==> src/hw/rtl/pbb_pkg.sv <==
// Shared types, widths and register codes for the pixel block binning design.
// No dependencies; every other file refers to it by scoped names.
`timescale 1ns / 1ps

package pbb_pkg;

    localparam int SUM_W      = 40;
    localparam int PIX_W      = 32;
    localparam int DIM_W      = 16;
    localparam int BIN_W      = 5;
    localparam int AREA_W     = 9;
    localparam int Q_DEPTH    = 4;
    localparam int Q_PTR_W    = 2;
    localparam int Q_CNT_W    = 3;
    localparam int DIV_STEPS  = 16;
    localparam int STEP_W     = 5;
    localparam int DIV_CNT_W  = 6;
    localparam int CFG_IDX_W  = 3;
    localparam int CFG_DATA_W = 16;

    localparam logic [CFG_IDX_W-1:0] REG_BIN_X        = 3'd0;
    localparam logic [CFG_IDX_W-1:0] REG_BIN_Y        = 3'd1;
    localparam logic [CFG_IDX_W-1:0] REG_IMAGE_WIDTH  = 3'd2;
    localparam logic [CFG_IDX_W-1:0] REG_IMAGE_HEIGHT = 3'd3;
    localparam logic [CFG_IDX_W-1:0] REG_PIXEL_DEPTH  = 3'd4;
    localparam logic [CFG_IDX_W-1:0] REG_AVERAGE_MODE = 3'd5;

    localparam logic [1:0] DEPTH_8  = 2'd0;
    localparam logic [1:0] DEPTH_16 = 2'd1;

    typedef logic [SUM_W-1:0]     sum_t;
    typedef logic [PIX_W-1:0]     pix_t;
    typedef logic [DIM_W-1:0]     dim_t;
    typedef logic [BIN_W-1:0]     bin_t;
    typedef logic [AREA_W-1:0]    area_t;
    typedef logic [Q_CNT_W-1:0]   qcnt_t;
    typedef logic [Q_PTR_W-1:0]   qptr_t;
    typedef logic [STEP_W-1:0]    step_t;
    typedef logic [DIV_CNT_W-1:0] divcnt_t;

    // Clamped and derived configuration, valid while settled is high
    typedef struct packed {
        logic       settled;
        bin_t       bx;
        bin_t       by;
        dim_t       w;
        dim_t       h;
        dim_t       nw;
        dim_t       used_w;
        dim_t       used_h;
        area_t      area;
        logic [1:0] depth;
        logic       avg;
    } cfg_t;

    // One finished block sum waiting for the back end
    typedef struct packed {
        sum_t sum;
        logic row_end;
        logic frame_end;
    } blk_t;

    function automatic pix_t pix_mask(input logic [1:0] depth);
        pix_t m;
        case (depth)
            DEPTH_8:  m = 32'h0000_00FF;
            DEPTH_16: m = 32'h0000_FFFF;
            default:  m = 32'hFFFF_FFFF;
        endcase
        return m;
    endfunction

    function automatic pix_t sat_value(input sum_t v, input logic [1:0] depth);
        sum_t lim;
        lim = sum_t'(pix_mask(depth));
        return (v > lim) ? pix_t'(lim) : pix_t'(v);
    endfunction

endpackage

==> src/hw/rtl/pbb_fifo.sv <==
// Short queue of finished block sums between front and back end.
// Depends on pbb_pkg for the entry type and depth.
`timescale 1ns / 1ps

module pbb_fifo (
    input  logic           clk,
    input  logic           rst_n,
    input  logic           push,
    input  pbb_pkg::blk_t  push_data,
    input  logic           pop,
    output pbb_pkg::blk_t  head,
    output pbb_pkg::qcnt_t count
);

    pbb_pkg::blk_t  entry_reg [pbb_pkg::Q_DEPTH];
    pbb_pkg::qptr_t wr_ptr_reg;
    pbb_pkg::qptr_t rd_ptr_reg;
    pbb_pkg::qcnt_t count_reg;

    logic do_pop;
    logic do_push;

    assign do_pop  = pop && (count_reg != '0);
    assign do_push = push && ((count_reg != pbb_pkg::qcnt_t'(pbb_pkg::Q_DEPTH)) || do_pop);

    always_ff @(posedge clk or negedge rst_n)
    begin
        if (!rst_n)
        begin
            wr_ptr_reg <= '0;
            rd_ptr_reg <= '0;
            count_reg  <= '0;
        end
        else
        begin
            if (do_push)
                wr_ptr_reg <= wr_ptr_reg + pbb_pkg::qptr_t'(1);
            if (do_pop)
                rd_ptr_reg <= rd_ptr_reg + pbb_pkg::qptr_t'(1);
            if (do_push && !do_pop)
                count_reg <= count_reg + pbb_pkg::qcnt_t'(1);
            else if (do_pop && !do_push)
                count_reg <= count_reg - pbb_pkg::qcnt_t'(1);
        end
    end

    always_ff @(posedge clk)
    begin
        if (do_push)
            entry_reg[wr_ptr_reg] <= push_data;
    end

    assign head  = entry_reg[rd_ptr_reg];
    assign count = count_reg;

endmodule

==> config.mk <==
export PLATFORM = sky130hd
export DESIGN_NAME = pbb_fifo
export DESIGN_NICKNAME = d
export VERILOG_FILES = /design/src/hw/rtl/pbb_pkg.sv /design/src/hw/rtl/pbb_fifo.sv
export SDC_FILE = /design/constraint.sdc
export NUM_CORES = 1
export LEC_CHECK = 0
export ABC_AREA = 1
export BUFFER_PORTS_ARGS = -buffer_cell sky130_fd_sc_hd__buf_2
export CORE_MARGIN = 1.5
export CORE_UTILIZATION = 62
export DETAILED_ROUTE_END_ITERATION = 10
export PLACE_DENSITY = 0.85
export SKIP_LAST_GASP = 1
export SLEW_MARGIN = 10
export SYNTH_ARGS = -nofsm -noshare
export SYNTH_HDL_FRONTEND = slang
export SYNTH_SLANG_ARGS = --single-unit
export TNS_END_PERCENT = 100
==> constraint.sdc <==
create_clock -name clk -period 9.19 [get_ports clk]
set_input_delay 1.838 -clock clk [delete_from_list [all_inputs] [get_ports clk]]
set_output_delay 1.838 -clock clk [all_outputs]
set_load 0.01 [all_outputs]
Word-level counts from Yosys, hierarchy flattened:

Memories as Yosys holds them, arrays and structs flattened.
Cells that the tools add are included.

* flip-flop bits (word level): 7
* memory bits (writable): 168
* input port bits: 46
* output and inout bits: 45
* word-level logic and storage cells: 22
* memories: 1

* $add $sub $neg: 4
* equality and inequality tests: 1
* mux-type cells: 4
* reduce and logical (&&, ||, !) cells: 9

Memories
* entry_reg: words 4, bits a word 42, read ports 1, clocked after Yosys merged registers in 0, wr ports 1, line pbb_fifo.sv:15 `pbb_pkg::blk_t entry_reg [pbb_pkg::Q_DEPTH];`

Operators with widths (count)
* $mux W3: 2
* $add A2 B1 Y2 const B: 2
* $logic_and A1 B1 Y1: 4
* $add A3 B1 Y3 const B: 1
* $ne A3 B3 Y1 const B: 1
* $reduce_bool A3 Y1: 1
* $sub A3 B1 Y3 const B: 1
* $logic_not A1 Y1: 2
* $mux W1: 2
* $reduce_bool A2 Y1: 1
* $logic_or A1 B1 Y1: 1

Logic depth before layout (Yosys ltp):

* word-level depth: 8
* depth in mapped cells: 13
* depth with buffers taken out: 13

Worst setup path before layout:

Ideal clock, no wire load.

* kind: input to register
* start: input pop
* end: memory entry_reg[0][0] in the netlist's numbering (enable)
* setup time: 0.442 ns
* arrival time: 3.867 ns
* data required time: 8.748 ns
* setup slack: 4.882 ns
* stages: 4
* buffers on the path: 0
* cell sequence: nor2_1 -> nand2_1 -> nand2_1 -> nor2_1

* longest elaborated chain between the ends: 5

RTL lines
* start: declaration: line pbb_fifo.sv:10 `input logic pop,`
* $logic_and A1 B1 Y1: line pbb_fifo.sv:23 `assign do_pop = pop && (count_reg != '0);`
* $logic_or A1 B1 Y1: line pbb_fifo.sv:24 `assign do_push = push && ((count_reg != pbb_pkg::qcnt_t'(pbb_pkg::Q_DEPTH)) || do_pop);`
* $logic_and A1 B1 Y1: line pbb_fifo.sv:24
* $mux W1: line pbb_fifo.sv:49 `if (do_push)`
* $mux W1 (not written as such): line pbb_fifo.sv:50 `entry_reg[wr_ptr_reg] <= push_data;`
* end: declaration: line pbb_fifo.sv:15

Every way passes these cells.

==> out/metrics.yaml <==
grt:
  antenna_found_initial: 1
  grt_max_degree: 70
  overflow: 0
  grt_pass1_vias: 4398
  grt_pass1_wl_um: 21500
  grtUsageTotal: 0.248
synthesis:
  postSynthAreaPerCell_um2: 12.9
  syn_inst: 552
  yosysWarningCount: 0
  synth-seq-cells: 175
  synth_async_sr_flop_share: 0.0400
  syn_nets: 604
  synth_seq_area_share: 0.735
  synth-edff-count: 168
  yosysUniqueCellTypes: 21
  synthFlopType: "edfxtp_1"
  synth_area_mm2: 0.00710
clocking:
  clockBufferDepth: 2
  hold_buffers: 0
  path_clk_slew_ps: 60
  clkLatencyLatePin_ps: 420
  htreeDepth: 4
  clock-root-buffer: "clkbuf_16"
  cts_made_buffers: 17
  cts_sinks: 175
  cts_tree: "yes"
  cts_setup_buffers: 0
  cts_resized: 0
floorplan:
  start_util: 0.647
  fp.dieW_um: 110
  fp-row-count: 38
  die_h_um: 110
  ioPinCount: 91
  dieArea_mm2: 0.0121
  core_mm2: 0.0110
final_layout:
  nFillCells: 628
  seqCellArea_mm2: 0.00522
  post_route_cells_drive_above_1_share: 0.220
  layout_commonest_cell: "edfxtp_1"
  syn_to_final_growth_pct: 15.7
  final_nets: 690
  multi_input_area_mm2: 0.00144
  largest_reg_flops: 168
  final_cell_mix: "edfxtp_1, nand2_1, buf_2"
worst_hold_path:
  hp-class: "register to register"
power_and_ir_drop:
  powerDensity_mw_per_mm2: 335
  finalPower_uw: 2760
  p_leak_uw: 0.00324
  ir_worst_vdd_v: 0.000180
setup_path:
  critPathLaunchType: "register"
  crit_fanout: 69
  critPathKind: "register to output port"
  arrival_ps: 3060
  critPathCaptureType: "output port"
  required_ps: 7350
  r2r_slack_ps: 7070
placement:
  io_buffer_count: 90
  gp_congestion: 0.766
  hpwl_um: 7640
timing:
  grt_setup_unrepaired: "no"
  fmax_mhz: 204
  setup-violations-final: 0
  hold_ws_ps: 521
  hold_viol_final: 0
  fin_skew_ps: 11.2
  finalSetupTns_ps: 0
  slew_violations: 0
  fin_crit_sh: 0.533
  tightest_slew_ps: 902
  period_minus_slack_ps: 4900
  slew_headroom: 0.398
route:
  drtIter0Drc: 322
  vias: 4408
  routed_via_density: 5.56
  drc: 0
  detail-route-antenna-nets: 0
  drt_pass1_iterations: 5
  wl_per_cell_um: 17.7
  drt-total-wl_um: 14100
status:
  outcome: "complete, no violations"
run:
  max_cap_violations: 0
==> metrics by stage <==
| stage | cell area [µm²] | util | cells | setup slack [ps] |
|---|---|---|---|---|
| floorplan | 7100 | - | 552 | 4880 |
| global placement | 7540 | 0.687 | 759 | 4840 |
| detailed placement | 7540 | 0.687 | 759 | 4780 |
| CTS | 8210 | 0.748 | 791 | 4330 |
| global route | 8220 | 0.748 | 792 | 4060 |
| finish | 8220 | 0.748 | 793 | 4290 |
==> critical path, cell delays in order, from the launching register on <==
cell	delay [ps]
dfrtp_2	720
inv_4	590
buf_4	690
nand2_1	190
o211ai_1	170
nand2_1	70
buf_2	140
==> area by class of cell <==
| cell class | instances | share of cell area |
|---|---|---|
| flip-flops and latches | 175 | 0.635 |
| inverters | 55 | 0.0254 |
| multi-input cells | 293 | 0.175 |
| repair buffers | 96 | 0.0603 |
| clock buffers | 21 | 0.0560 |
| diodes | 2 | 0.000609 |
| well taps | 140 | 0.0213 |
| clock inverters | 11 | 0.0259 |
==> path summary, 6_finish.rpt <==
check | startpoint | endpoint | depth (start not counted)
min in group asynchronous | rst_n | count[2]$_DFFE_PN0P_ | 1
min | count[2]$_DFFE_PN0P_ | count[2]$_DFFE_PN0P_ | 2
min reg2reg | count[2]$_DFFE_PN0P_ | count[2]$_DFFE_PN0P_ | 2
max reg2reg | count[0]$_DFFE_PN0P_ | count[1]$_DFFE_PN0P_ | 9
max in group asynchronous | rst_n | rd_ptr_reg[0]$_DFFE_PN0P_ | 1
max | rd_ptr_reg[0]$_DFFE_PN0P_ | head[19] | 6
==> cells by family (layout without fill, tap and decap cells) <==
group	after synthesis	count (layout)	synth area share
XOR/XNOR	1	1	0.00123
adder cells (fa/ha/maj)	6	6	0.0116
flip-flops	175	175	0.735
AND/OR/NAND/NOR	202	202	0.112
AO/OA/AOI/OAI	84	84	0.0740
other	0	2	0
buffers and inverters	84	183	0.0666
==> per-layer routing <==
metal / vias to the layer above / GRT usage / part of all wire
met3: 34 / 0.0564 / 0.071
met2: 177 / 0.426 / 0.52
met1: 2126 / 0.289 / 0.38
met5: - / 0 / 0
met4: 0 / 0.138 / 0.029
li1: 2071 / - / -
==> report_power, final <==
part	internal (µW)	switching, µW
logic	274	549
registers	1030	92.0
clock network	523	283
total	1830	924
==> Yosys cell counts, types with 7 or more instances <==
master	instances	area, µm²
buf_4	7	52.6
nor2_2	10	62.6
buf_6	9	101
nor2_1	80	300
o211ai_1	42	315
inv_1	54	203
edfxtp_1	168	5040
o21ai_1	22	110
nand2_1	106	398
dfrtp_1	7	175
o21ai_0	20	100
Note: power is estimated with default switching activity, not from simulation.
