[config.mk]
export PLATFORM = sky130hd
export DESIGN_NAME = pbb_back
export DESIGN_NICKNAME = d
export VERILOG_FILES = /design/src/hw/rtl/pbb_pkg.sv /design/src/hw/rtl/pbb_back.sv
export SDC_FILE = /design/constraint.sdc
export NUM_CORES = 1
export LEC_CHECK = 0
export BUFFER_PORTS_ARGS = -buffer_cell sky130_fd_sc_hd__buf_2
export CORE_ASPECT_RATIO = 0.8
export CORE_MARGIN = 4
export CORE_UTILIZATION = 30
export DETAILED_ROUTE_END_ITERATION = 8
export SYNTH_ARGS = -nofsm -noshare
export SYNTH_HDL_FRONTEND = slang
export SYNTH_SLANG_ARGS = --single-unit
[constraint.sdc]
create_clock -name clk -period 6.2 [get_ports clk]
set_clock_uncertainty 0.2 [all_clocks]
set_input_delay 0.93 -clock clk [delete_from_list [all_inputs] [get_ports clk]]
set_output_delay 0.93 -clock clk [all_outputs]
set_load 0.01 [all_outputs]
[src/hw/rtl/pbb_pkg.sv]
// Shared types, widths and register codes for the pixel block binning design.
// No dependencies; every other file refers to it by scoped names.
`timescale 1ns / 1ps

package pbb_pkg;

    localparam int SUM_W      = 40;
    localparam int PIX_W      = 32;
    localparam int DIM_W      = 16;
    localparam int BIN_W      = 5;
    localparam int AREA_W     = 9;
    localparam int Q_DEPTH    = 4;
    localparam int Q_PTR_W    = 2;
    localparam int Q_CNT_W    = 3;
    localparam int DIV_STEPS  = 16;
    localparam int STEP_W     = 5;
    localparam int DIV_CNT_W  = 6;
    localparam int CFG_IDX_W  = 3;
    localparam int CFG_DATA_W = 16;

    localparam logic [CFG_IDX_W-1:0] REG_BIN_X        = 3'd0;
    localparam logic [CFG_IDX_W-1:0] REG_BIN_Y        = 3'd1;
    localparam logic [CFG_IDX_W-1:0] REG_IMAGE_WIDTH  = 3'd2;
    localparam logic [CFG_IDX_W-1:0] REG_IMAGE_HEIGHT = 3'd3;
    localparam logic [CFG_IDX_W-1:0] REG_PIXEL_DEPTH  = 3'd4;
    localparam logic [CFG_IDX_W-1:0] REG_AVERAGE_MODE = 3'd5;

    localparam logic [1:0] DEPTH_8  = 2'd0;
    localparam logic [1:0] DEPTH_16 = 2'd1;

    typedef logic [SUM_W-1:0]     sum_t;
    typedef logic [PIX_W-1:0]     pix_t;
    typedef logic [DIM_W-1:0]     dim_t;
    typedef logic [BIN_W-1:0]     bin_t;
    typedef logic [AREA_W-1:0]    area_t;
    typedef logic [Q_CNT_W-1:0]   qcnt_t;
    typedef logic [Q_PTR_W-1:0]   qptr_t;
    typedef logic [STEP_W-1:0]    step_t;
    typedef logic [DIV_CNT_W-1:0] divcnt_t;

    // Clamped and derived configuration, valid while settled is high
    typedef struct packed {
        logic       settled;
        bin_t       bx;
        bin_t       by;
        dim_t       w;
        dim_t       h;
        dim_t       nw;
        dim_t       used_w;
        dim_t       used_h;
        area_t      area;
        logic [1:0] depth;
        logic       avg;
    } cfg_t;

    // One finished block sum waiting for the back end
    typedef struct packed {
        sum_t sum;
        logic row_end;
        logic frame_end;
    } blk_t;

    function automatic pix_t pix_mask(input logic [1:0] depth);
        pix_t m;
        case (depth)
            DEPTH_8:  m = 32'h0000_00FF;
            DEPTH_16: m = 32'h0000_FFFF;
            default:  m = 32'hFFFF_FFFF;
        endcase
        return m;
    endfunction

    function automatic pix_t sat_value(input sum_t v, input logic [1:0] depth);
        sum_t lim;
        lim = sum_t'(pix_mask(depth));
        return (v > lim) ? pix_t'(lim) : pix_t'(v);
    endfunction

endpackage

[src/hw/rtl/pbb_back.sv]
// Back end: optional division by block area, saturation and output register.
// Depends on pbb_pkg; takes block sums from the queue.
`timescale 1ns / 1ps

module pbb_back (
    input  logic           clk,
    input  logic           rst_n,
    input  pbb_pkg::cfg_t  cfg,
    input  pbb_pkg::qcnt_t q_count,
    input  pbb_pkg::blk_t  q_head,
    output logic           q_pop,
    output logic           out_valid,
    input  logic           out_ready,
    output pbb_pkg::pix_t  out_value,
    output logic           out_last,
    output logic           out_user
);

    localparam logic [1:0] S_IDLE = 2'd0;
    localparam logic [1:0] S_DIV  = 2'd1;
    localparam logic [1:0] S_DONE = 2'd2;

    logic [1:0]       state_reg, state_next;
    pbb_pkg::sum_t    quot_reg, quot_next;
    pbb_pkg::area_t   rem_reg, rem_next;
    pbb_pkg::divcnt_t cnt_reg, cnt_next;
    logic             rend_reg, rend_next;
    logic             fend_reg, fend_next;

    logic             out_valid_reg, out_valid_next;
    pbb_pkg::pix_t    out_value_reg, out_value_next;
    logic             out_last_reg, out_last_next;
    logic             out_user_reg, out_user_next;

    logic                      q_nonempty;
    logic                      need_div;
    logic                      out_free;
    logic [pbb_pkg::AREA_W:0]  rem_sh;
    logic                      ge;

    assign q_nonempty = q_count != '0;
    assign need_div   = cfg.avg && (cfg.area != pbb_pkg::area_t'(1));
    assign out_free   = !out_valid_reg || out_ready;

    assign rem_sh = {rem_reg, quot_reg[pbb_pkg::SUM_W-1]};
    assign ge     = rem_sh >= {1'b0, cfg.area};

    always_comb
    begin
        state_next     = state_reg;
        quot_next      = quot_reg;
        rem_next       = rem_reg;
        cnt_next       = cnt_reg;
        rend_next      = rend_reg;
        fend_next      = fend_reg;
        out_valid_next = out_valid_reg && !out_ready;
        out_value_next = out_value_reg;
        out_last_next  = out_last_reg;
        out_user_next  = out_user_reg;
        q_pop          = 1'b0;
        case (state_reg)
            S_IDLE:
            begin
                if (q_nonempty)
                begin
                    if (need_div)
                    begin
                        q_pop      = 1'b1;
                        quot_next  = q_head.sum;
                        rem_next   = '0;
                        cnt_next   = pbb_pkg::divcnt_t'(pbb_pkg::SUM_W);
                        rend_next  = q_head.row_end;
                        fend_next  = q_head.frame_end;
                        state_next = S_DIV;
                    end
                    else if (out_free)
                    begin
                        // sum mode, or a block area of one, goes straight to the output register
                        q_pop          = 1'b1;
                        out_valid_next = 1'b1;
                        out_value_next = pbb_pkg::sat_value(q_head.sum, cfg.depth);
                        out_last_next  = q_head.row_end;
                        out_user_next  = q_head.frame_end;
                    end
                end
            end
            S_DIV:
            begin
                quot_next = {quot_reg[pbb_pkg::SUM_W-2:0], ge};
                rem_next  = ge ? pbb_pkg::area_t'(rem_sh - {1'b0, cfg.area})
                               : rem_sh[pbb_pkg::AREA_W-1:0];
                cnt_next  = cnt_reg - pbb_pkg::divcnt_t'(1);
                if (cnt_reg == pbb_pkg::divcnt_t'(1))
                    state_next = S_DONE;
            end
            S_DONE:
            begin
                if (out_free)
                begin
                    out_valid_next = 1'b1;
                    out_value_next = pbb_pkg::sat_value(quot_reg, cfg.depth);
                    out_last_next  = rend_reg;
                    out_user_next  = fend_reg;
                    state_next     = S_IDLE;
                end
            end
            default:
                state_next = S_IDLE;
        endcase
    end

    always_ff @(posedge clk or negedge rst_n)
    begin
        if (!rst_n)
        begin
            state_reg     <= S_IDLE;
            out_valid_reg <= 1'b0;
        end
        else
        begin
            state_reg     <= state_next;
            out_valid_reg <= out_valid_next;
        end
    end

    always_ff @(posedge clk)
    begin
        quot_reg      <= quot_next;
        rem_reg       <= rem_next;
        cnt_reg       <= cnt_next;
        rend_reg      <= rend_next;
        fend_reg      <= fend_next;
        out_value_reg <= out_value_next;
        out_last_reg  <= out_last_next;
        out_user_reg  <= out_user_next;
    end

    assign out_valid = out_valid_reg;
    assign out_value = out_value_reg;
    assign out_last  = out_last_reg;
    assign out_user  = out_user_reg;

    a_div_exits_to_done: assert property (@(posedge clk) disable iff (!rst_n)
        (state_reg == S_DIV) |=> (state_reg == S_DIV || state_reg == S_DONE))
        else $error("divider left its sequence early");

endmodule

* Word-level counts from Yosys, hierarchy flattened
Cells that the tools add are included.
** Storage, ports and cells
- Word-level logic and storage cells :: 86
- Register bits after elaboration :: 94
- Bits of input ports :: 151
** Cells by class
- $lt $le $gt $ge :: 3
- $add $sub $neg :: 2
- Reduce and logical (&&, ||, !) cells :: 14
- Eq/ne operators :: 11
- Multiplexer cells :: 46
** Operators by type and width (number)
- $mux W32 :: 11
- $pmux W32 S2 :: 2
- $gt A40 B32 Y1 :: 2
- $mux W40 :: 2
- $pmux W40 S2 :: 1
- $mux W9 :: 3
- $pmux W9 S2 :: 1
- $mux W1 :: 15
- $mux W6 :: 2
- $ne A2 B2 Y1 const B :: 6
- $pmux W6 S2 :: 1
- $ge A10 B9 Y1 :: 1
- $ne A9 B1 Y1 const B :: 1
- $sub A9 B9 Y9 :: 1
- $mux W2 :: 4
- $eq A6 B1 Y1 const B :: 1
- $pmux W1 S2 :: 3
- $pmux W2 S3 :: 1
- $reduce_and A3 Y1 :: 2
- $sub A6 B1 Y6 const B :: 1
- $reduce_and A5 Y1 :: 1
- $eq A2 B1 Y1 const B :: 2
- $logic_not A2 Y1 :: 2
- $reduce_and A4 Y1 :: 1
- 6 further kinds :: 9

* Depth between registers and ports, before layout
- Word-level depth :: 12
- Depth in mapped cells :: 13
- Gate-level depth less buffers :: 10

* Worst setup path after synthesis
No wires, ideal clock.
- Path kind :: in2reg
- Start :: in cfg[7] (netlist name)
- End :: reg out_last_reg (netlist: out_last) (enable)
- Stages on the path :: 5
- Library setup time :: 0.468 ns
- Path buffers :: 0
- Path slack :: 1.294 ns
- Arrival time :: 4.238 ns
- Cell sequence :: nor4b_1 -> nand3_1 -> o41ai_1 -> a21oi_1 -> nor3_1
** On the way
- Cells in the longest elaborated chain, start to end :: 4
** RTL lines
- start, declared :: line pbb_back.sv:8 : input pbb_pkg::cfg_t cfg,
- $ne A9 B1 Y1 :: line pbb_back.sv:42 : assign need_div = cfg.avg && (cfg.area != pbb_pkg::area_t'(1));
- $logic_and A1 B1 Y1 :: line pbb_back.sv:42
- $ne A2 B2 Y1 (no line)
- $reduce_and A5 Y1 (no line)
- end signal, assigned :: line pbb_back.sv:134 : out_last_reg <= out_last_next;
- end, declared :: line pbb_back.sv:32 : logic out_last_reg, out_last_next;
No other way between the ends.
A chain may end at the register's enable or synchronous reset.

* Worst setup path in the final report
- Start :: in cfg[2] (netlist name)
- End :: reg out_value_reg[6] (netlist: out_value[6]) (data pin)
** On the way
- Cells in the longest elaborated chain, start to end :: 12
- Elaborated cells on any way between the ends :: 17
- Classes of those cells :: order compare (2); eq/ne (1); mux (13); reduce/logical (1)
** RTL lines
- $eq A2 B1 Y1 or $logic_not A2 Y1 (tied branches) :: line pbb_pkg.sv:65 : case (depth)
- $pmux W32 S2 (*) :: line pbb_pkg.sv:65
- $mux W32 (*) :: line pbb_back.sv:76, pbb_back.sv:98
- $mux W32 :: line pbb_back.sv:66 : if (need_div)
- $mux W32 :: line pbb_back.sv:64 : if (q_nonempty)
- $mux W32 :: line pbb_back.sv:61 : case (state_reg)
- $gt A40 B32 Y1 :: line pbb_pkg.sv:76 : return (v > lim) ? pix_t'(lim) : pix_t'(v);
- $mux W32 :: line pbb_pkg.sv:76
- $mux W32 :: line pbb_back.sv:76 : else if (out_free)
- $mux W32 :: line pbb_back.sv:66
- $mux W32 :: line pbb_back.sv:64
- $pmux W32 S2 (*) :: line pbb_back.sv:61
- via out_value_next[6] :: line pbb_back.sv:31 : pbb_pkg::pix_t out_value_reg, out_value_next;
- end signal, assigned :: line pbb_back.sv:133 : out_value_reg <= out_value_next;
- end, declared :: line pbb_back.sv:31
The timed path passes the listed nets; every way through them passes the cells marked *. The select of a mux whose other input is x is not followed.

==> metrics.md <==
| Metric | Value |
|---|---|
| Root Driver | `clkbuf_16` |
| Vias in the first global route | `4322` |
| Xor/xnor share of the synthesized area | `0.0137` |
| DRC Markers | `0` |
| Post-CTS Setup Bufs | `0` |
| Ys async rst share | `0.0319` |
| Max Slew Vio Count | `0` |
| DRT iter0 DRCs | `303` |
| Buffers and inverters on the worst path | `4` |
| Die area | `21400 um2` |
| Stages on worst setup path | `12` |
| DR WL/cell | `16.0 um` |
| Drt pass-1 iters | `5` |
| CTS resizes | `0` |
| Crit path max-delay cell type | `and2_1` |
| Arrival @ worst endpoint | `3.92 ns` |
| Core area | `18400 um2` |
| Peak VDD IR | `151 uV` |
| Hold Fails Final Rpt | `0` |
| First-pass GRT wire length | `22.9 mm` |
| H-tree Lvls | `3` |
| FMAX | `247 MHz` |
| Number of CTS-inserted buffers | `9` |
| Net count of the finished layout | `843` |
| Commonest non-fill, non-tap cells in the layout | `nand2_1, buf_2, edfxtp_1, ha_1, inv_1` |
| Startpoint Class | `primary input` |
| Row cnt | `44` |
| # hold bufs at CTS | `0` |
| Die Y-Extent | `132 um` |
| EDFF count, synth | `91` |
| Largest net degree at the start of global routing | `56` |
| Worst Setup Path Type | `primary input to register` |
| Initial Utilization | `0.311` |
| Share of cells above drive strength 1 | `0.205` |
| Total gr overflow | `0` |
| Post-synthesis compound-gate area fraction | `0.149` |
| Num ports | `187` |
| Number of port buffers | `95` |
| Simple logic cell fraction of the synthesized area | `0.168` |
| Commonest non-fill, non-tap cell in the layout | `nand2_1` |
| Clk Latency, worst-skew pair | `0.35 ns` |
| Sequential fraction of the synthesis area | `0.489` |
| Initial antenna violation count | `1` |
| CP top delay family | `simple AND/OR/NAND/NOR gates` |
| Die Width | `163 um` |
| CP endpoint kind | `register` |
| Leakage power | `2.91 nW` |
| Cell Count Post-Placement | `882` |
| Worst Path Max Fanout | `24` |
| Mux share of post-synthesis cell area | `0.0122` |
| Max-Cap Viols | `0` |
| Synth warnings | `0` |
| Cell mode on critical path | `buf_4` |
| Routability cong. | `0.822` |
| Max reg flops | `40` |
| Clock slew at reported path FFs | `0.07 ns` |
| Critical path required time | `6.07 ns` |
| Routed WL | `14.3 mm` |
| Worst-margin pin slew | `1.15 ns` |
| Adder-Cell Fraction of Synth Area | `0.115` |
| RSZ-0062 raised after global routing | `no` |
| DP HPWL | `10.5 mm` |
| CTS tree | `done` |
| Finished Layout Cells | `899` |
| Register bit total from synthesis | `94` |
| Cells after synthesis | `550` |
| Final setup viols | `0` |
| Status | `complete, no violations` |
| Vias per inst | `4.87` |
| Distinct cell type count after synthesis | `61` |
| CTS sink cnt | `94` |
| Syn Std Cell Area | `5740 um2` |
| Clock buffer depth | `2` |
| Largest family of logic cells by synthesized area | `simple AND/OR/NAND/NOR gates` |
| Delay of the slowest critical-path stage | `0.46 ns` |
| Period utilization | `0.653` |
| Via count | `4379` |
| Rel. slew slack | `0.230` |
| Setup tns final | `0 ns` |
| Total track usage | `0.135` |
| Overall power | `2.79 mW` |
| Power per cell area | `413 nW/um2` |
| Final min period | `4.05 ns` |
| Antenna Nets Post-Route | `0` |
| Hold Path Class | `primary input to asynchronous set/reset pin` |
| Syn_area_per_cell | `10.4 um2` |
| Layout area overhead | `17.8%` |
| Main synth FF type | `edfxtp_1` |
| Crit path cell chain | `buf_2 > inv_1 > buf_4 > ha_1 > nand4_1 > nor3_1 > and4_1 > mux2i_1 > o21ai_2 > and2_1 > buf_4 > a22oi_1` |
| FF-to-FF path depth | `8` |
| Syn Nets | `753` |
[final timing paths]
check | from | to | slack (ns)
setup reg to reg | quot_reg[21] | out_value[15] | 3.05
setup / recovery | cfg[2] | out_value[6] | 2.15
hold / removal | rst_n | out_valid | 0.16
hold reg to reg | fend_reg | out_user | 0.31
max in group asynchronous | rst_n | state_reg[0] | 5.53
min in group clk | fend_reg | out_user | 0.31
[metal layers]
metal,share of wire,GRT usage,vias up
li1,-,-,2219
met1,0.51,0.197,2047
met2,0.42,0.199,98
met3,0.048,0.0241,15
met4,0.021,0.0512,0
met5,0,0,-
[power breakdown]
group	total, mW	switching [mW]	internal (mW)
clock	0.577	0.240	0.337
combinational	0.984	0.600	0.384
sequential	1.23	0.177	1.05
total	2.79	1.02	1.78
[cell families after synthesis]
kind of cell | Yosys count
compound gates | 110
flops | 94
buf+inv | 62
simple gates | 216
fa+ha+maj | 52
xor+xnor | 9
mux | 7
[cell usage after synthesis (4+ instances only)]
master    count  share of area
nor2_1       25          0.016
nand4_1      14          0.015
clkbuf_1     12         0.0078
nor3_1        8         0.0070
a21oi_1      16          0.014
buf_6         9          0.018
a221o_1      23          0.040
nand2b_1      4         0.0044
a211oi_1      5         0.0065
ha_1         51           0.11
o21ai_0      22          0.019
nor2b_1       6         0.0065
xnor2_1       6         0.0092
nand2_1     131          0.086
a22oi_1       8          0.010
edfxtp_1     91           0.48
inv_1        38          0.025
nand3_1       7         0.0061
mux2i_1       7          0.012
nor4_1        7         0.0076
[through the flow]
| stage | cell area (um2) | hold slack [ns] | setup WS [ns] | utilization |
|---|---|---|---|---|
| 2_1_floorplan | 5740 | 0.284 | 1.29 | - |
| 3_3_place_gp | 6450 | 0.298 | 1.87 | 0.350 |
| 3_5_place_dp | 6450 | 0.296 | 1.82 | 0.350 |
| 4_1_cts | 6760 | 0.148 | 2.17 | 0.367 |
| 5_1_grt | 6760 | 0.147 | 1.92 | 0.367 |
| 6_report | 6760 | 0.161 | 2.15 | 0.367 |
[final cells by class]
class | instances | area, um2
multi-input cells | 394 | 2650
flip-flops and latches | 94 | 2810
well taps | 253 | 317
clock buffers | 12 | 256
diodes | 1 | 2.50
fillers | 1878 | 11700
clock inverters | 4 | 55.1
inverters | 39 | 146
repair buffers | 102 | 528
[worst register-to-register path, stage by stage (launching register included)]
cell	delay (ns)
edfxtp_1	0.44
ha_1	0.33
nand4_1	0.16
nor3_1	0.42
o2111a_1	0.27
a2111oi_0	0.06
or2_4	0.28
o22ai_1	0.62
a221o_1	0.23
Note: power is estimated with default switching activity, not from simulation.
