--- src/hw/rtl/pbb_pkg.sv ---
// Shared types, widths and register codes for the pixel block binning design.
// No dependencies; every other file refers to it by scoped names.
`timescale 1ns / 1ps

package pbb_pkg;

    localparam int SUM_W      = 40;
    localparam int PIX_W      = 32;
    localparam int DIM_W      = 16;
    localparam int BIN_W      = 5;
    localparam int AREA_W     = 9;
    localparam int Q_DEPTH    = 4;
    localparam int Q_PTR_W    = 2;
    localparam int Q_CNT_W    = 3;
    localparam int DIV_STEPS  = 16;
    localparam int STEP_W     = 5;
    localparam int DIV_CNT_W  = 6;
    localparam int CFG_IDX_W  = 3;
    localparam int CFG_DATA_W = 16;

    localparam logic [CFG_IDX_W-1:0] REG_BIN_X        = 3'd0;
    localparam logic [CFG_IDX_W-1:0] REG_BIN_Y        = 3'd1;
    localparam logic [CFG_IDX_W-1:0] REG_IMAGE_WIDTH  = 3'd2;
    localparam logic [CFG_IDX_W-1:0] REG_IMAGE_HEIGHT = 3'd3;
    localparam logic [CFG_IDX_W-1:0] REG_PIXEL_DEPTH  = 3'd4;
    localparam logic [CFG_IDX_W-1:0] REG_AVERAGE_MODE = 3'd5;

    localparam logic [1:0] DEPTH_8  = 2'd0;
    localparam logic [1:0] DEPTH_16 = 2'd1;

    typedef logic [SUM_W-1:0]     sum_t;
    typedef logic [PIX_W-1:0]     pix_t;
    typedef logic [DIM_W-1:0]     dim_t;
    typedef logic [BIN_W-1:0]     bin_t;
    typedef logic [AREA_W-1:0]    area_t;
    typedef logic [Q_CNT_W-1:0]   qcnt_t;
    typedef logic [Q_PTR_W-1:0]   qptr_t;
    typedef logic [STEP_W-1:0]    step_t;
    typedef logic [DIV_CNT_W-1:0] divcnt_t;

    // Clamped and derived configuration, valid while settled is high
    typedef struct packed {
        logic       settled;
        bin_t       bx;
        bin_t       by;
        dim_t       w;
        dim_t       h;
        dim_t       nw;
        dim_t       used_w;
        dim_t       used_h;
        area_t      area;
        logic [1:0] depth;
        logic       avg;
    } cfg_t;

    // One finished block sum waiting for the back end
    typedef struct packed {
        sum_t sum;
        logic row_end;
        logic frame_end;
    } blk_t;

    function automatic pix_t pix_mask(input logic [1:0] depth);
        pix_t m;
        case (depth)
            DEPTH_8:  m = 32'h0000_00FF;
            DEPTH_16: m = 32'h0000_FFFF;
            default:  m = 32'hFFFF_FFFF;
        endcase
        return m;
    endfunction

    function automatic pix_t sat_value(input sum_t v, input logic [1:0] depth);
        sum_t lim;
        lim = sum_t'(pix_mask(depth));
        return (v > lim) ? pix_t'(lim) : pix_t'(v);
    endfunction

endpackage

--- src/hw/rtl/pbb_cfg.sv ---
// Configuration registers, clamping and derived block counts.
// Depends on pbb_pkg; the quotients come from a shared bit-serial sequence.
`timescale 1ns / 1ps

module pbb_cfg #(
    parameter int MAX_WIDTH = 4096,
    parameter int MAX_BIN   = 8
) (
    input  logic                            clk,
    input  logic                            rst_n,
    input  logic                            cfg_valid,
    output logic                            cfg_ready,
    input  logic [pbb_pkg::CFG_IDX_W-1:0]   cfg_index,
    input  logic [pbb_pkg::CFG_DATA_W-1:0]  cfg_data,
    output pbb_pkg::cfg_t                   cfg
);

    localparam pbb_pkg::step_t STEP_LAST = pbb_pkg::step_t'(pbb_pkg::DIV_STEPS + 1);

    logic [3:0]  bin_x_reg;
    logic [3:0]  bin_y_reg;
    logic [12:0] width_reg;
    logic [15:0] height_reg;
    logic [1:0]  depth_reg;
    logic        avg_reg;
    logic        busy_reg;
    pbb_pkg::step_t step_reg;

    pbb_pkg::dim_t  wdiv_reg;
    pbb_pkg::dim_t  hdiv_reg;
    pbb_pkg::bin_t  wrem_reg;
    pbb_pkg::bin_t  hrem_reg;
    pbb_pkg::dim_t  used_w_reg;
    pbb_pkg::dim_t  used_h_reg;
    pbb_pkg::area_t area_reg;

    pbb_pkg::bin_t bx_c;
    pbb_pkg::bin_t by_c;
    pbb_pkg::dim_t w_c;
    pbb_pkg::dim_t h_c;

    logic [pbb_pkg::BIN_W:0] wrem_sh;
    logic [pbb_pkg::BIN_W:0] hrem_sh;
    logic                    wge;
    logic                    hge;
    logic                    wr_acc;

    assign cfg_ready = 1'b1;
    assign wr_acc    = cfg_valid && cfg_ready;

    always_comb
    begin
        if (bin_x_reg == 4'd0)
            bx_c = pbb_pkg::bin_t'(1);
        else if (pbb_pkg::bin_t'(bin_x_reg) > pbb_pkg::bin_t'(MAX_BIN))
            bx_c = pbb_pkg::bin_t'(MAX_BIN);
        else
            bx_c = pbb_pkg::bin_t'(bin_x_reg);

        if (bin_y_reg == 4'd0)
            by_c = pbb_pkg::bin_t'(1);
        else if (pbb_pkg::bin_t'(bin_y_reg) > pbb_pkg::bin_t'(MAX_BIN))
            by_c = pbb_pkg::bin_t'(MAX_BIN);
        else
            by_c = pbb_pkg::bin_t'(bin_y_reg);

        if (width_reg == 13'd0)
            w_c = pbb_pkg::dim_t'(1);
        else if (32'(width_reg) > MAX_WIDTH)
            w_c = pbb_pkg::dim_t'(MAX_WIDTH);
        else
            w_c = pbb_pkg::dim_t'(width_reg);

        h_c = (height_reg == 16'd0) ? pbb_pkg::dim_t'(1) : height_reg;
    end

    // Restoring division: the quotient shifts into the dividend register
    assign wrem_sh = {wrem_reg, wdiv_reg[pbb_pkg::DIM_W-1]};
    assign hrem_sh = {hrem_reg, hdiv_reg[pbb_pkg::DIM_W-1]};
    assign wge     = wrem_sh >= {1'b0, bx_c};
    assign hge     = hrem_sh >= {1'b0, by_c};

    always_ff @(posedge clk or negedge rst_n)
    begin
        if (!rst_n)
        begin
            bin_x_reg  <= 4'd1;
            bin_y_reg  <= 4'd1;
            width_reg  <= 13'd4096;
            height_reg <= 16'd4096;
            depth_reg  <= pbb_pkg::DEPTH_16;
            avg_reg    <= 1'b0;
            busy_reg   <= 1'b1;
            step_reg   <= '0;
        end
        else
        begin
            if (wr_acc)
            begin
                case (cfg_index)
                    pbb_pkg::REG_BIN_X:        bin_x_reg  <= cfg_data[3:0];
                    pbb_pkg::REG_BIN_Y:        bin_y_reg  <= cfg_data[3:0];
                    pbb_pkg::REG_IMAGE_WIDTH:  width_reg  <= cfg_data[12:0];
                    pbb_pkg::REG_IMAGE_HEIGHT: height_reg <= cfg_data;
                    pbb_pkg::REG_PIXEL_DEPTH:  depth_reg  <= cfg_data[1:0];
                    pbb_pkg::REG_AVERAGE_MODE: avg_reg    <= cfg_data[0];
                    default: ;
                endcase
                // restart the derive sequence on any write
                busy_reg <= 1'b1;
                step_reg <= '0;
            end
            else if (busy_reg)
            begin
                if (step_reg == STEP_LAST)
                    busy_reg <= 1'b0;
                else
                    step_reg <= step_reg + pbb_pkg::step_t'(1);
            end
        end
    end

    always_ff @(posedge clk)
    begin
        if (busy_reg && !wr_acc)
        begin
            if (step_reg == '0)
            begin
                wdiv_reg <= w_c;
                hdiv_reg <= h_c;
                wrem_reg <= '0;
                hrem_reg <= '0;
            end
            else if (step_reg == STEP_LAST)
            begin
                used_w_reg <= pbb_pkg::dim_t'(wdiv_reg * bx_c);
                used_h_reg <= pbb_pkg::dim_t'(hdiv_reg * by_c);
                area_reg   <= pbb_pkg::area_t'(bx_c * by_c);
            end
            else
            begin
                wdiv_reg <= {wdiv_reg[pbb_pkg::DIM_W-2:0], wge};
                hdiv_reg <= {hdiv_reg[pbb_pkg::DIM_W-2:0], hge};
                wrem_reg <= wge ? pbb_pkg::bin_t'(wrem_sh - {1'b0, bx_c})
                                : wrem_sh[pbb_pkg::BIN_W-1:0];
                hrem_reg <= hge ? pbb_pkg::bin_t'(hrem_sh - {1'b0, by_c})
                                : hrem_sh[pbb_pkg::BIN_W-1:0];
            end
        end
    end

    assign cfg.settled = !busy_reg;
    assign cfg.bx      = bx_c;
    assign cfg.by      = by_c;
    assign cfg.w       = w_c;
    assign cfg.h       = h_c;
    assign cfg.nw      = wdiv_reg;
    assign cfg.used_w  = used_w_reg;
    assign cfg.used_h  = used_h_reg;
    assign cfg.area    = area_reg;
    assign cfg.depth   = depth_reg;
    assign cfg.avg     = avg_reg;

    a_write_unsettles: assert property (@(posedge clk) disable iff (!rst_n)
        wr_acc |=> !cfg.settled)
        else $error("config write did not restart the derive sequence");

endmodule

--- config.mk ---
export PLATFORM = sky130hd
export DESIGN_NAME = pbb_cfg
export DESIGN_NICKNAME = d
export VERILOG_FILES = /design/src/hw/rtl/pbb_pkg.sv /design/src/hw/rtl/pbb_cfg.sv
export SDC_FILE = /design/constraint.sdc
export NUM_CORES = 1
export LEC_CHECK = 0
export BUFFER_PORTS_ARGS = -buffer_cell sky130_fd_sc_hd__buf_2
export CAP_MARGIN = 20
export CORE_MARGIN = 8
export CORE_UTILIZATION = 60
export CTS_BUF_LIST = sky130_fd_sc_hd__clkbuf_8
export CTS_CLUSTER_DIAMETER = 120
export DETAILED_ROUTE_END_ITERATION = 10
export PLACE_DENSITY = 0.93
export SLEW_MARGIN = 20
export SYNTH_ARGS = -nofsm -noshare
export SYNTH_HDL_FRONTEND = slang
export SYNTH_SLANG_ARGS = --single-unit
--- constraint.sdc ---
create_clock -name clk -period 4.8 [get_ports clk]
set_clock_uncertainty 0.15 [all_clocks]
set_input_delay 0.24 -clock clk [delete_from_list [all_inputs] [get_ports clk]]
set_output_delay 0.24 -clock clk [all_outputs]
set_load 0.05 [all_outputs]
; After elaboration in Yosys (flattened, before gate mapping)
; Index checks and enable logic that the tools add are counted.
[classes]
n_addsub = 3
multipliers = 3
order_cmp = 5
n_eq_ne = 8
mux = 21
n_bitwise = 1
n_reduce_logical = 19
[op_table]
columns = operator, count
row1 = $mux W16, 5
row2 = $mux W5, 8
row3 = $mul A16 B5 Y16, 2
row4 = $mux W13, 2
row5 = $logic_not A16 Y1, 1
row6 = $reduce_and A2 Y1, 8
row7 = $gt A13 B13 Y1 const B, 1
row8 = $logic_not A13 Y1, 1
row9 = $mux W4, 3
row10 = $sub A5 B5 Y5, 2
row11 = $mul A5 B5 Y9, 1
row12 = $gt A4 B4 Y1 const B, 2
row13 = $logic_not A4 Y1, 2
row14 = $eq A3 B2 Y1 const B, 2
row15 = $eq A3 B3 Y1 const B, 2
row16 = $ge A6 B4 Y1, 1
row17 = $ge A6 B5 Y1, 1
row18 = $add A5 B1 Y5 const B, 1
row19 = $eq A5 B5 Y1 const B, 1
row20 = $logic_not A5 Y1, 1
row21 = $eq A3 B1 Y1 const B, 1
row22 = $logic_not A3 Y1, 1
row23 = $mux W1, 3
row24 = $reduce_and A3 Y1, 1
row25 = other kinds (6), 7
[word_totals]
reg_bits = 129
word_cells = 75

; Logic depth before layout (Yosys ltp)
[depth]
depth_word = 6
ltp_mapped = 15
depth_no_buf = 14

; Worst setup path after synthesis
; OpenSTA, ideal clock, no wires.
[synth_timing]
path_type = reg-to-reg
start = register bin_y_reg[3]
end = register used_h_reg[14], data pin
arrival_ps = 4169
setup_slack_ps = 220
stages_incl_launch_ff = 14
path_buffers = 1
synth_period_minus_slack_ps = 4580
cell_sequence = dfrtp_1 nor2b_1 clkbuf_1 nand2_1 fa_1 inv_1 fa_1 fa_1 a21o_1 a21oi_1 o2111ai_1 a221oi_2 nor3_1 a311o_1
[synth_rtl]
columns = item, line_no
row1 = start: declaration, pbb_cfg.sv:21  ; logic [3:0] bin_y_reg;
row2 = start signal: assignment, pbb_cfg.sv:102  ; pbb_pkg::REG_BIN_Y: bin_y_reg <= cfg_data[3:0];
row3 = end signal: assignment, pbb_cfg.sv:137  ; used_h_reg <= pbb_pkg::dim_t'(hdiv_reg * by_c);
row4 = end: declaration, pbb_cfg.sv:34  ; pbb_pkg::dim_t used_h_reg;

; Final worst setup path
[layout_timing]
start = register bin_y_reg[3]
end = register used_h_reg[14], data pin
[layout_via]
elab_chain_len = 4
elab_cells_between_ends = 5
classes_between = mul (1) / order compare (1) / mux (2) / reduce/logical (1)
[layout_rtl]
columns = item, line_no
row1 = $gt A4 B4 Y1, pbb_cfg.sv:62  ; else if (pbb_pkg::bin_t'(bin_y_reg) > pbb_pkg::bin_t'(MAX_BIN))
row2 = $mux W4, pbb_cfg.sv:62
row3 = $mux W4 (*), pbb_cfg.sv:60  ; if (bin_y_reg == 4'd0)
row4 = $mul A16 B5 Y16 (*), pbb_cfg.sv:137
; Mark *: on every way between the ends. The rest lies on a longest branch, timed or not.
; A chain may end at the register's enable or synchronous reset.

==> results.md <==
- DRT Pass-1 Iters: 5
- H-tree Lvls: 4
- Final Hold Fails: 0
- Layout cells sized above 1: 21.9%
- Initial DRC count: 565
- TritonCTS clock tree: yes
- Netlist Area Pre-Place: 9260 um2
- Seq cells post-synth: 129
- Cells after synthesis: 885
- Placed instance area: 10,000 um2
- Final period util: 90.3%
- Hold worst-path end: bin_x_reg[3]
- Die area: 19,700 um2
- Area Growth Syn to Fin: 14.9%
- Clock sinks: 129
- Wire length per cell: 17.8 um
- Worst hold path startpoint: cfg_index[1]
- Setup_tns: 0 ns
- Cell depth of the worst flop-to-flop path: 12
- Setup violators final: 0
- RSZ-0062 raised after global routing: no
- Most used DFF post-synth: edfxtp_1
- Largest net degree at the start of global routing: 47
- Grt met2 use: 37.2%
- Worst min path class: in2reg
- Overflow left after global routing: 0
- Die height: 140 um
- Met3 Use GR: 5.06%
- CTS Buf Count: 17
- Fill count: 1,003
- Max_cap viols: 0
- Remaining antenna violation count: 0
- Critical path peak fanout: 12
- Worst path slowest cell: fa_1
- Clock share of power: 19.5%
- Required time worst endpoint: 4.85 ns
- Starting density of the core: 61.1%
- Final Cell Area: 10,600 um2
- Peak VDD IR: 0.000488 V
- Post-DP HPWL: 16,000 um
- Core Area: 15,100 um2
- DRC viols: 0
- Via/cell ratio: 5.75
- Number of synthesized flops with an enable pin: 83
- GR met1 Demand/Resource: 28.3%
- Synth Warn #: 0
- Most used cell, CP: fa_1
- Net Sw Power: 2.22 mW
- Worst hold path stage count: 4
- Clk slew on worst S/H paths: 0.08 ns
- Final Critical Period: 4.33 ns
- Reg2reg start: bin_y_reg[3]
- Reg area: 3650 um2
- Multi-input gate area: 5040 um2
- Slew Limit Fails: 0
- FMAX: 0.231 GHz
- Syn_area_per_cell: 10.5 um2
- Cts repair resizes: 0
- Total Routing Usage GR: 22.4%
- IO Pins: 126
- Leakage: 5.09 nW
- Max stage delay on crit path: 0.52 ns
- Synth cell types: 50
- Part of the power in registers: 31.5%
- Inserted Diodes: 0
- Outcome: complete, no violations
- Sw Ratio: 42.5%
- Slew margin rel.: 23.1%
- CTS Buffer Depth: 2
- Most Crowded Layer GR: met2
- Detailed-route via count: 6,982
- Endpoint class of the critical path: flip-flop
- Worst Tran Pin Value: 1.14 ns
- Ordered cell list for the critical path: nor2b_1 > nand2_1 > fa_1 > inv_1 > fa_1 > fa_1 > a21o_1 > a21oi_1 > o2111ai_1 > a221oi_2 > nor3_1 > a311o_1
- Pwr/cell area: 491 nW/um2
- Antenna violations before repair: 0
- Vias in the first global route: 7,088
- Internal power: 3.00 mW
- FF-to-FF setup slack: 0.47 ns
- Total wire length: 21,700 um
- Clock Latency Late Sink: 0.45 ns
- Seq/Total Area, Yosys: 39.4%
- RD Place Congestion: 0.872
- CTS Root Cell: clkbuf_8
- Power share of the combinational group: 49.1%
- Fin nets: 1,160
- First-pass GRT wire length: 35,700 um
- IO buf count: 119
- Critical R2R Capture: used_h_reg[14]
- Synth async-reset ratio: 35.7%
- Setup CP Type: reg2reg
- CP Data Arrival Time: 4.38 ns
- Row cnt: 45
- Die W: 140 um
- Startpoint types: flip-flop
[power by group through the flow]
stage | combinational, mW | sequential (mW) | clock, mW
final | 2.56 | 1.64 | 1.02
after global placement | 2.39 | 1.64 | 0
after CTS | 2.55 | 1.63 | 1.02
after detailed placement | 2.51 | 1.66 | 0
after global routing | 2.82 | 1.66 | 1.07
after floorplan | 1.91 | 1.66 | 0
[through the flow]
stage	power [mW]	worst slack [ns]	cells	utilization, %	hold slack [ns]
3_5_place_dp	4.16	0.506	1164	66.2	0.304
6_report	5.22	0.466	1214	70.2	0.0577
4_1_cts	5.21	0.488	1214	70.2	0.0307
3_3_place_gp	4.04	0.681	1164	66.2	0.307
2_1_floorplan	3.58	0.220	889	-	-0.206
5_1_grt	5.55	0.261	1214	70.2	0.0803
[metal layers]
| metal | vias to the layer above | routed length [um] |
|---|---|---|
| met4 | 0 | 466 |
| met3 | 46 | 1550 |
| met2 | 289 | 10700 |
| met1 | 3477 | 8910 |
| li1 | 3170 | - |
| met5 | - | 0 |
[worst max-delay path: cells and delay by family, from the launching register on]
family                   cells  cell delay [ns]
buffers and inverters        1             0.05
AND/OR/NAND/NOR              3             0.57
AO/OA/AOI/OAI                5             1.29
adder cells (fa/ha/maj)      3             1.51
flip-flops                   1             0.51
[how the worst max path moves through the flow]
stage | start | endpoint | slack, ns | cells past startpoint
final | bin_y_reg[3] | used_h_reg[14] | 0.47 | 12
after global routing | bin_y_reg[3] | used_h_reg[14] | 0.26 | 12
after CTS | bin_x_reg[2] | used_w_reg[15] | 0.49 | 15
after detailed placement | bin_y_reg[3] | used_h_reg[14] | 0.51 | 12
after global placement | bin_x_reg[2] | used_w_reg[15] | 0.68 | 15
after floorplan | bin_y_reg[3] | used_h_reg[14] | 0.22 | 13
[repair_timing]
item                      CTS  global route
hold endpoints to repair   86             0
buffers inserted            0             0
hold buffers               18             0
[logic make-up after synthesis]
logic type	synth area share, %
and+or+nand+nor	15.9
muxes	6.72
buffers and inverters	6.56
AOI/OAI and AO/OA	6.12
other	0.0811
xor gates and xnor gates	3.79
adders and majority gates	21.4
DFF	39.4
[layout by cell type, fill, tap and decap left out, types with 10 or more instances in the layout]
| cell | netlist | layout |
|---|---|---|
| ha_1 | 70 | 70 |
| buf_4 | 7 | 15 |
| fa_1 | 55 | 55 |
| nor2_1 | 50 | 49 |
| and2_1 | 77 | 77 |
| xnor2_1 | 30 | 30 |
| o21ai_0 | 11 | 11 |
| mux2_2 | 49 | 49 |
| nor3_1 | 15 | 14 |
| nand2_1 | 105 | 105 |
| nor2b_1 | 21 | 21 |
| dfrtp_1 | 40 | 40 |
| inv_1 | 107 | 108 |
| clkbuf_8 | 0 | 17 |
| buf_2 | 5 | 118 |
| edfxtp_1 | 83 | 83 |
| xor2_1 | 10 | 10 |
| a21oi_1 | 20 | 20 |
| a21o_1 | 14 | 14 |
| dlygate4sd3_1 | 0 | 18 |
[cell usage after synthesis (7+ instances only)]
master      n  area share [%]
mux2i_1     7            0.76
nand2_1   105             4.3
xor2_1     10            0.95
inv_1     107             4.3
nor2b_1    21             1.4
mux2_2     49             6.0
o21a_1      7            0.57
a31oi_1     7            0.47
and2_1     77             5.2
o21ai_0    11            0.59
fa_1       55              12
clkbuf_1   34             1.4
a21oi_1    20             1.1
dfrtp_1    40              11
nor2_1     50             2.0
a21o_1     14             1.1
xnor2_1    30             2.8
nor3_1     15            0.81
edfxtp_1   83              27
ha_1       70             9.5
buf_4       7            0.57
[final cells by class]
type | count | area share (%)
clock buffer | 17 | 2.20
clock inverter | 15 | 1.81
inverter | 107 | 3.78
multi-input combinational | 607 | 47.4
sequential | 129 | 34.3
tap | 188 | 2.21
timing repair buffer | 151 | 8.31
Note: power is estimated with default switching activity, not from simulation.
